## config.mk

```make
export PLATFORM = sky130hd
export DESIGN_NAME = decimal_to_seven_segment_digits_top
export DESIGN_NICKNAME = d
export VERILOG_FILES = /design/src/rtl/core/dssd_pkg.sv /design/src/rtl/core/dssd_front.sv /design/src/rtl/core/dssd_queue.sv /design/src/rtl/core/dssd_back.sv /design/src/rtl/core/decimal_to_seven_segment_digits_top.sv
export SDC_FILE = /design/constraint.sdc
export NUM_CORES = 1
export LEC_CHECK = 0
export BUFFER_PORTS_ARGS = -buffer_cell sky130_fd_sc_hd__buf_2
export CAP_MARGIN = 25
export CORE_MARGIN = 3
export CORE_UTILIZATION = 50
export CTS_CLUSTER_SIZE = 24
export DETAILED_ROUTE_END_ITERATION = 10
export PLACE_DENSITY = 0.79
export SYNTH_ARGS = -nofsm -noshare
export SYNTH_HDL_FRONTEND = slang
export SYNTH_SLANG_ARGS = --single-unit
```

## constraint.sdc

```tcl
create_clock -name clk -period 5.4 [get_ports clk]
set_input_delay 1.08 -clock clk [delete_from_list [all_inputs] [get_ports clk]]
set_output_delay 1.08 -clock clk [all_outputs]
set_load 0.005 [all_outputs]
```

## src/rtl/core/dssd_pkg.sv

```systemverilog
// Shared types, constants and the digit encoder for the seven-segment digit block.
package dssd_pkg;

	// Field widths.
	localparam int unsigned VALUE_W    = 16;
	localparam int unsigned POS_W      = 2;
	localparam int unsigned SEG_W      = 8;
	localparam int unsigned DIGIT_W    = 4;
	localparam int unsigned NUM_DIGITS = 4;

	// Default depth of the queue between front and back.
	localparam int unsigned QUEUE_DEPTH_DEF = 2;

	// Division by ten as a multiply by a reciprocal; exact for all 16-bit values.
	localparam int unsigned     DIV10_MUL_W = 17;
	localparam logic [16:0]     DIV10_MUL   = 17'd52429;
	localparam int unsigned     DIV10_SHIFT = 19;
	localparam int unsigned     PROD_W      = VALUE_W + DIV10_MUL_W;
	localparam int unsigned     QUOT_W      = PROD_W - DIV10_SHIFT;

	// Place weights used for leading-zero blanking.
	localparam logic [VALUE_W-1:0] PLACE_TENS      = 16'd10;
	localparam logic [VALUE_W-1:0] PLACE_HUNDREDS  = 16'd100;
	localparam logic [VALUE_W-1:0] PLACE_THOUSANDS = 16'd1000;

	// Pattern of a blanked digit.
	localparam logic [SEG_W-1:0] BLANK_PATTERN = 8'h00;

	// One queued item: the value and a per-digit blank mask (bit k for the k-th word).
	typedef struct packed {
		logic [VALUE_W-1:0]    value;
		logic [NUM_DIGITS-1:0] blank;
	} dssd_item_t;

	// Seven-segment encoding, bit0 is segment a through bit6 segment g.
	function automatic logic [SEG_W-1:0] seg_encode(input logic [DIGIT_W-1:0] digit);
		logic [SEG_W-1:0] pat;
		unique case (digit)
			4'd0: pat = 8'h3F;
			4'd1: pat = 8'h06;
			4'd2: pat = 8'h5B;
			4'd3: pat = 8'h4F;
			4'd4: pat = 8'h66;
			4'd5: pat = 8'h6D;
			4'd6: pat = 8'h7D;
			4'd7: pat = 8'h07;
			4'd8: pat = 8'h7F;
			4'd9: pat = 8'h6F;
			default: pat = BLANK_PATTERN;
		endcase
		return pat;
	endfunction

endpackage

```

## src/rtl/core/dssd_front.sv

```systemverilog
// Front stage: accepts a command word and works out which leading digits are blanked.
module dssd_front (
	input  logic                      clk,
	input  logic                      arst_n,
	input  logic                      start,
	input  logic [15:0]               value,
	input  logic                      zero_fill,
	output logic                      busy,
	input  logic                      queue_full,
	output logic                      push,
	output dssd_pkg::dssd_item_t      item
);
	import dssd_pkg::*;

	logic       valid_s1;
	dssd_item_t item_s1;
	dssd_item_t item_class;
	logic       take;

	// A held word that cannot move into the queue stalls the command port.
	assign busy = valid_s1 && queue_full;
	assign push = valid_s1 && !queue_full;
	assign take = start && !busy;
	assign item = item_s1;

	// Blank a leading digit when the value is below its place and zero-fill is off.
	always_comb begin
		item_class.value    = value;
		item_class.blank[0] = 1'b0;
		item_class.blank[1] = !zero_fill && (value < PLACE_TENS);
		item_class.blank[2] = !zero_fill && (value < PLACE_HUNDREDS);
		item_class.blank[3] = !zero_fill && (value < PLACE_THOUSANDS);
	end

	// Stage valid flag.
	always_ff @(posedge clk or negedge arst_n) begin
		if (!arst_n) begin
			valid_s1 <= 1'b0;
		end else if (take) begin
			valid_s1 <= 1'b1;
		end else if (push) begin
			valid_s1 <= 1'b0;
		end
	end

	// Stage payload.
	always_ff @(posedge clk) begin
		if (take) begin
			item_s1 <= item_class;
		end
	end

endmodule

```

## src/rtl/core/dssd_queue.sv

```systemverilog
// Small first-in first-out queue of classified words between front and back.
module dssd_queue #(
	parameter int unsigned DEPTH = dssd_pkg::QUEUE_DEPTH_DEF
) (
	input  logic                 clk,
	input  logic                 arst_n,
	input  logic                 push,
	input  dssd_pkg::dssd_item_t item_in,
	output logic                 full,
	input  logic                 pop,
	output logic                 head_valid,
	output dssd_pkg::dssd_item_t item_out
);
	import dssd_pkg::*;

	localparam int unsigned PTR_W = (DEPTH > 1) ? $clog2(DEPTH) : 1;
	localparam int unsigned CNT_W = $clog2(DEPTH + 1);
	localparam logic [PTR_W-1:0] LAST_PTR = PTR_W'(DEPTH - 1);

	dssd_item_t       entries_q [DEPTH];
	logic [PTR_W-1:0] wr_ptr_q;
	logic [PTR_W-1:0] rd_ptr_q;
	logic [CNT_W-1:0] count_q;

	assign full       = (count_q == CNT_W'(DEPTH));
	assign head_valid = (count_q != '0);
	assign item_out   = entries_q[rd_ptr_q];

	// Pointers and fill count.
	always_ff @(posedge clk or negedge arst_n) begin
		if (!arst_n) begin
			wr_ptr_q <= '0;
			rd_ptr_q <= '0;
			count_q  <= '0;
		end else begin
			if (push) begin
				wr_ptr_q <= (wr_ptr_q == LAST_PTR) ? '0 : wr_ptr_q + 1'b1;
			end
			if (pop) begin
				rd_ptr_q <= (rd_ptr_q == LAST_PTR) ? '0 : rd_ptr_q + 1'b1;
			end
			if (push && !pop) begin
				count_q <= count_q + 1'b1;
			end else if (pop && !push) begin
				count_q <= count_q - 1'b1;
			end
		end
	end

	// Entry storage.
	always_ff @(posedge clk) begin
		if (push) begin
			entries_q[wr_ptr_q] <= item_in;
		end
	end

endmodule

```

## src/rtl/core/dssd_back.sv

```systemverilog
// Back stage: peels one decimal digit per cycle and drives the result word.
module dssd_back (
	input  logic                 clk,
	input  logic                 arst_n,
	input  logic                 head_valid,
	input  dssd_pkg::dssd_item_t head_item,
	output logic                 pop,
	output logic                 strobe,
	output logic [1:0]           digit_position,
	output logic [7:0]           segment_pattern,
	output logic                 last_digit
);
	import dssd_pkg::*;

	localparam logic [POS_W-1:0] LAST_CNT = POS_W'(NUM_DIGITS - 1);

	logic                  active_q;
	logic [POS_W-1:0]      cnt_q;
	logic [VALUE_W-1:0]    rest_q;
	logic [NUM_DIGITS-1:0] blank_q;
	logic                  strobe_q;
	logic [POS_W-1:0]      pos_q;
	logic [SEG_W-1:0]      pattern_q;
	logic                  last_q;

	logic [PROD_W-1:0]     prod;
	logic [QUOT_W-1:0]     quot;
	logic [VALUE_W-1:0]    quot_x10;
	logic [VALUE_W-1:0]    digit_wide;
	logic [DIGIT_W-1:0]    digit;
	logic                  done_digit;

	// Quotient and remainder by ten of the remaining value.
	assign prod       = PROD_W'(rest_q) * PROD_W'(DIV10_MUL);
	assign quot       = prod[PROD_W-1:DIV10_SHIFT];
	assign quot_x10   = VALUE_W'({quot, 3'b000}) + VALUE_W'({quot, 1'b0});
	assign digit_wide = rest_q - quot_x10;
	assign digit      = digit_wide[DIGIT_W-1:0];

	// Take the next word as the last digit of the current one goes out.
	assign done_digit = active_q && (cnt_q == LAST_CNT);
	assign pop        = head_valid && (!active_q || done_digit);

	// Digit sequencer control.
	always_ff @(posedge clk or negedge arst_n) begin
		if (!arst_n) begin
			active_q <= 1'b0;
			cnt_q    <= '0;
			strobe_q <= 1'b0;
		end else begin
			strobe_q <= active_q;
			if (pop) begin
				active_q <= 1'b1;
				cnt_q    <= '0;
			end else if (done_digit) begin
				active_q <= 1'b0;
			end else if (active_q) begin
				cnt_q <= cnt_q + 1'b1;
			end
		end
	end

	// Remaining value and blank mask.
	always_ff @(posedge clk) begin
		if (pop) begin
			rest_q  <= head_item.value;
			blank_q <= head_item.blank;
		end else if (active_q) begin
			rest_q <= VALUE_W'(quot);
		end
	end

	// Result word register.
	always_ff @(posedge clk) begin
		pos_q     <= LAST_CNT - cnt_q;
		pattern_q <= blank_q[cnt_q] ? BLANK_PATTERN : seg_encode(digit);
		last_q    <= (cnt_q == LAST_CNT);
	end

	assign strobe          = strobe_q;
	assign digit_position  = pos_q;
	assign segment_pattern = pattern_q;
	assign last_digit      = last_q;

endmodule

```

## src/rtl/core/decimal_to_seven_segment_digits_top.sv

```systemverilog
// Four-digit decimal to seven-segment encoder, top level.
// A command taken passes the front stage register, the queue and the back stage sequencer
// before the result word register sends its words, one per cycle, units first; the queue
// holds a command while the back stage is busy. The back stage emits one digit per cycle,
// and a queue of two words by default lets the front take commands while digits are sent.
// Reset clears the queue and both stages; the receiver cannot stall the result port.
module decimal_to_seven_segment_digits_top #(
	parameter int unsigned QUEUE_DEPTH = dssd_pkg::QUEUE_DEPTH_DEF
) (
	input  logic        clk,
	input  logic        arst_n,
	input  logic        start,
	output logic        busy,
	input  logic [15:0] value,
	input  logic        zero_fill,
	output logic        strobe,
	output logic [1:0]  digit_position,
	output logic [7:0]  segment_pattern,
	output logic        last_digit
);
	import dssd_pkg::*;

	logic       queue_full;
	logic       push;
	logic       pop;
	logic       head_valid;
	dssd_item_t front_item;
	dssd_item_t head_item;

	// Command intake and blanking classification.
	dssd_front u_front (
		.clk        (clk),
		.arst_n     (arst_n),
		.start      (start),
		.value      (value),
		.zero_fill  (zero_fill),
		.busy       (busy),
		.queue_full (queue_full),
		.push       (push),
		.item       (front_item)
	);

	// Decoupling queue.
	dssd_queue #(
		.DEPTH (QUEUE_DEPTH)
	) u_queue (
		.clk        (clk),
		.arst_n     (arst_n),
		.push       (push),
		.item_in    (front_item),
		.full       (queue_full),
		.pop        (pop),
		.head_valid (head_valid),
		.item_out   (head_item)
	);

	// Digit extraction and result output.
	dssd_back u_back (
		.clk             (clk),
		.arst_n          (arst_n),
		.head_valid      (head_valid),
		.head_item       (head_item),
		.pop             (pop),
		.strobe          (strobe),
		.digit_position  (digit_position),
		.segment_pattern (segment_pattern),
		.last_digit      (last_digit)
	);

endmodule

```

# Yosys cells after proc, flatten, opt, wreduce, memory -nomap -nowiden
# Memories as Yosys holds them, arrays and structs flattened. A register that Yosys moved wholly into a read port is not among the register bits.
# Cells that the tools add are included.
[classes]
n_reduce_logical = 23
order_cmp = 4
muxes = 17
n_addsub = 8
n_eq_ne = 3
n_mul = 1
[ops]
columns = ["operator", "count"]
rows = [
  ["multiplier 16 x 16 -> 32 bit, second input constant", 1],
  ["2-to-1 mux 16 bit", 2],
  ["< comparator 16 x 10 -> 1 bit, second input constant", 1],
  ["< comparator 16 x 4 -> 1 bit, second input constant", 1],
  ["< comparator 16 x 7 -> 1 bit, second input constant", 1],
  ["logical AND 1 bit", 10],
  ["2-to-1 mux 2 bit", 5],
  ["nonzero test 2 bit", 5],
  ["2-to-1 mux 1 bit", 9],
  ["zero test 1 bit", 6],
  ["adder 2 x 1 -> 2 bit, second input constant", 2],
  ["adder 4 bit", 1],
  ["equality test 2 bit, second input constant", 2],
  ["subtractor 4 bit", 1],
  ["< comparator 2 x 3 -> 1 bit, second input constant", 1],
  ["adder 1 bit, second input constant", 2],
  ["binary-select mux 1 bit (select 2 bit)", 1],
  ["inequality test 2 bit, second input constant", 1],
  ["AND reduction 2 bit", 1],
  ["subtractor 2 x 1 -> 2 bit, second input constant", 1],
  ["subtractor 2 bit, first input constant", 1],
  ["logical OR 1 bit", 1],
]
[word_totals]
regBits = 59
mem_bits_ro = 112
n_memories = 2
inputBits = 20
ram_bits = 38
[mem_list]
columns = ["name", "depth", "width", "read_ports", "rd_clocked_by_memory_dff", "write_ports", "line_no", "rtl"]
rows = [
  ["(no name shown)", 16, 7, 1, 1, 0, "dssd_pkg.sv:38", "unique case (digit)"],
  ["u_queue.entries_q", 2, 19, 1, 0, 1, "dssd_queue.sv:20", "dssd_item_t entries_q [DEPTH];"],
]

# Depth between registers and ports, before layout
[depth]
depth_word = 7
depth_mapped = 25
mapped_depth_nobuf = 25

# Hierarchy
# From an unflattened synthesis, not the netlist that was laid out.
[hier_totals]
hier_cells = 724
area_unflattened_um2 = 8453.1
[modules_own_cells]
columns = ["mod", "area_each_um2", "n_inst", "cells_each"]
rows = [
  ["dssd_back", 6032.0, 1, 607],
  ["dssd_queue", 1709.1, 1, 78],
  ["dssd_front", 711.9, 1, 39],
]

# Least setup slack after synthesis
# Ideal clock, no wire load.
[synth_timing]
path_kind = "reg2reg"
from = "register u_back.rest_q[4]"
to = "register u_back.rest_q[12], data pin"
setup_time_ps = 255
arrival_time_ps = 5674
path_slack_ps = -530
period_less_slack_ps = 5930
required_ps = 5145
stages_incl_launch_ff = 19
path_cell_list = "edfxtp_1 ha_1 fa_1 inv_1 fa_1 fa_1 fa_1 inv_1 fa_1 ha_1 a21o_1 a21o_1 a211o_1 a211oi_2 o31ai_2 o21ai_2 a311oi_1 or3_1 a31o_1"
[synth_between]
elab_chain_len = 3
[synth_lines]
columns = ["item", "line_no", "rtl"]
rows = [
  ["start, declared", "dssd_back.sv:19", "logic [VALUE_W-1:0] rest_q;"],
  ["start signal, assigned", "dssd_back.sv:66", "rest_q <= head_item.value;"],
  ["start signal, assigned", "dssd_back.sv:69", "rest_q <= VALUE_W'(quot);"],
  ["multiplier 16 x 16 -> 32 bit", "dssd_back.sv:34", "assign prod = PROD_W'(rest_q) * PROD_W'(DIV10_MUL);"],
  ["2-to-1 mux 16 bit", "dssd_back.sv:68", "end else if (active_q) begin"],
  ["2-to-1 mux 16 bit", "dssd_back.sv:65", "if (pop) begin"],
]
# Every way passes these cells. The select of a mux whose other input is x is not followed.
# A chain may end at the register's enable or synchronous reset.

# Final worst setup path
[layout_timing]
from = "register u_back.rest_q[4]"
to = "register u_back.rest_q[9], data pin"
# Same word-level chain as after synthesis.

==> results.ini <==
[logic_synthesis]
synth_top_cells_by_count = inv_1 (165), ha_1 (141), fa_1 (80)
async_flop_share_pct = 9.474
synthDominantCellAreaShare_pct = 27.70
synth_area_leaders = edfxtp_1 (28%), ha_1 (21%), fa_1 (19%)
avgSynthCellArea_um2 = 11.59
syn_nets = 952
synth_ff_type = edfxtp_1
synthMuxAreaShare_pct = 2.111
synth_fa_ha_area_share_pct = 40.84
synth_xor_area_share_pct = 2.900
synth_top_family_by_area = adder cells
synth_seq_cells = 95
post-synth-top-count-cell = inv_1
synth_edf_count = 76
synth_top_cell_by_area = edfxtp_1
ys_types = 63
synth_compound_area_share_pct = 7.501
synth-simple-area-share_pct = 5.861
synth_seq_area_share_pct = 32.86
syn_inst = 711
ys_warn_count = 0
netlist_area_um2 = 8240

[run]
drv_cap = 0

[clock_network]
clock-sinks = 95
cts.reportedPaths.clkPinSlew_ns = 0.07
clock_latency_ns = 0.34
cts.path.max_buffers = 2
cts_htree_levels = 3
hold_buffers = 0
cts_tree = done
cts_buffers = 9
root_buffer = clkbuf_16

[cells_and_area]
syn2layout_area_growth_pct = 26.48
fin_nets = 1104
layout-drive-gt1-share_pct = 29.49
num-fill-cells = 1132
antenna_cells = 0
stdcell_count = 1084

[setup_path]
timing.rr.end = u_back.rest_q[9]
worstSetupPathType = reg -> reg
reg2reg_slack_ns = -0.63
arrival_ns = 6.12
cp_max_fo = 4
reg2reg_from = u_back.rest_q[4]
required_ns = 5.50
cp-startpoint = u_back.rest_q[4]
cp-start-kind = register
end_kind = register
reg2reg_depth = 19

[placed_design]
io_buffers = 31
hpwlAfterDp_um = 13990
place_ws_ns = -0.6122
gp_congestion = 0.9369
place_inst = 1032

[hold_path]
hold_class = reg -> reg
min_from = u_back.active_q
min_to = u_back.strobe
whs_path_depth = 0

[sta]
worst_slack_ns = -0.6262
finalSetupViolCount = 16
slew_violations = 0
period_needed_ns = 6.026
min_period_over_period_pct = 111.6
slew_headroom_pct = 30.56
max_freq_mhz = 165.9
timing_hold_violations_final = 0
setup-tns-final_ns = -7.057
rsz0062_at_grt = yes
finClkSkew_ns = 0.01275
worst_pin_slew_ns = 1.042
holdWs_ns = 0.4336

[grt]
gr-total-overflow = 0
grt_pass1_wl_um = 29940
track_usage_pct = 21.19
grt_pass1_vias = 6308
grt_max_degree = 24
antenna_found_initial = 0

[detailed_routing]
wl_um = 19410
wire_per_inst_um = 17.90
drtIter0Drc = 289
routed-via-count = 5734
avgViaCountPerCell = 5.290
drtPass1Iterations = 5
ant_nets = 0
post-route-drc-count = 0

[die]
die_y_um = 134.4
core_um2 = 16000
pin_count = 33
num_rows = 46
die_area_um2 = 18060
start_util_pct = 51.50
die_x_um = 134.4

[status]
status = finished with violations
violations = setup timing

## stage by stage
stage               instance area, um^2  util, %
global placement                   9460    59.13
global route                      10420    65.14
finish                            10420    65.14
CTS                               10190    63.66
floorplan                          8457        -
detailed placement                 9460    59.13
## cell usage in the layout, fill, tap and decap left out, drive strengths merged, types with 5 or more instances in the layout
| master | Yosys | routed |
|---|---|---|
| inv | 165 | 167 |
| nand3 | 8 | 8 |
| a31oi | 5 | 5 |
| a21oi | 24 | 24 |
| mux2i | 14 | 14 |
| buf | 3 | 148 |
| dfxtp | 10 | 10 |
| clkbuf | 4 | 9 |
| xor2 | 10 | 10 |
| fa | 80 | 80 |
| dfrtp | 9 | 9 |
| nand2 | 33 | 33 |
| edfxtp | 76 | 76 |
| xnor2 | 13 | 13 |
| a21o | 8 | 8 |
| ha | 141 | 141 |
| nand2b | 5 | 5 |
| nor2 | 23 | 23 |
| o21ai | 17 | 17 |
| nor3 | 5 | 5 |
## registers in the layout, summed over array words and instances (netlist names)
| signal | count |
|---|---|
| u_back.active_q | 1 |
| u_back.blank_q | 3 |
| u_back.cnt_q | 2 |
| u_back.digit_position | 2 |
| u_back.last_digit | 1 |
| u_back.rest_q | 16 |
| u_back.segment_pattern | 7 |
| u_back.strobe | 1 |
| u_front.item | 19 |
| u_front.valid_s1 | 1 |
| u_queue.count_q | 2 |
| u_queue.entries_q | 38 |
| u_queue.rd_ptr_q | 1 |
| u_queue.wr_ptr_q | 1 |
## repair_timing
action                     CTS  global route
pin swaps                   50            40
setup buffers               31            10
gates resized for setup     36            31
gates cloned                 0             0
setup endpoints to repair   15            18
## area by class of cell
class | count | area, um^2 | area share, %
Clock buffer | 9 | 225.2 | 2.161
Sequential cell | 95 | 2708 | 25.98
Timing Repair Buffer | 148 | 1076 | 10.32
Multi-Input combinational cell | 444 | 5451 | 52.30
Clock inverter | 7 | 70.07 | 0.6723
Tap cell | 216 | 270.3 | 2.593
Inverter | 165 | 621.8 | 5.966
## critical path, cell delays in order (launching register included)
cell and delay (ns):
edfxtp_1 0.55, ha_4 0.35, inv_2 0.04, fa_2 0.56
inv_2 0.05, fa_2 0.55, fa_1 0.45, fa_2 0.55
fa_1 0.46, ha_4 0.27, a21oi_4 0.16, nand2_2 0.09
a211o_1 0.27, a211oi_4 0.29, o31ai_4 0.14, o21ai_4 0.23
buf_4 0.15, a21boi_2 0.06, or3_1 0.33, a31o_1 0.23
## worst max path at each step
stage / end / slack, ns / depth (start not counted)
final: u_back.rest_q[9] / -0.63 / 19
after global routing: u_back.rest_q[12] / -0.76 / 19
after CTS: u_back.rest_q[12] / -0.46 / 21
after detailed placement: u_back.rest_q[12] / -0.61 / 19
after global placement: u_back.segment_pattern[2] / -0.49 / 24
after floorplan: u_back.rest_q[12] / -0.27 / 18
## routing by layer
metal / vias to the layer above / track usage (%) / wire [um]
met5: - / 0 / 0
li1: 2675 / - / -
met1: 2851 / 25.23 / 7604
met4: 0 / 7.353 / 663
met3: 52 / 3.001 / 846
met2: 156 / 39.16 / 10290
## cell families after synthesis
family	after synthesis
AND/OR/NAND/NOR	98
flip-flops	95
adder cells (fa/ha/maj)	221
AO/OA/AOI/OAI	84
buffers and inverters	172
other	1
multiplexers	17
XOR/XNOR	23
Power is not shown: default switching activity piles up to over one toggle a cycle in this logic, so the estimate is an artifact.
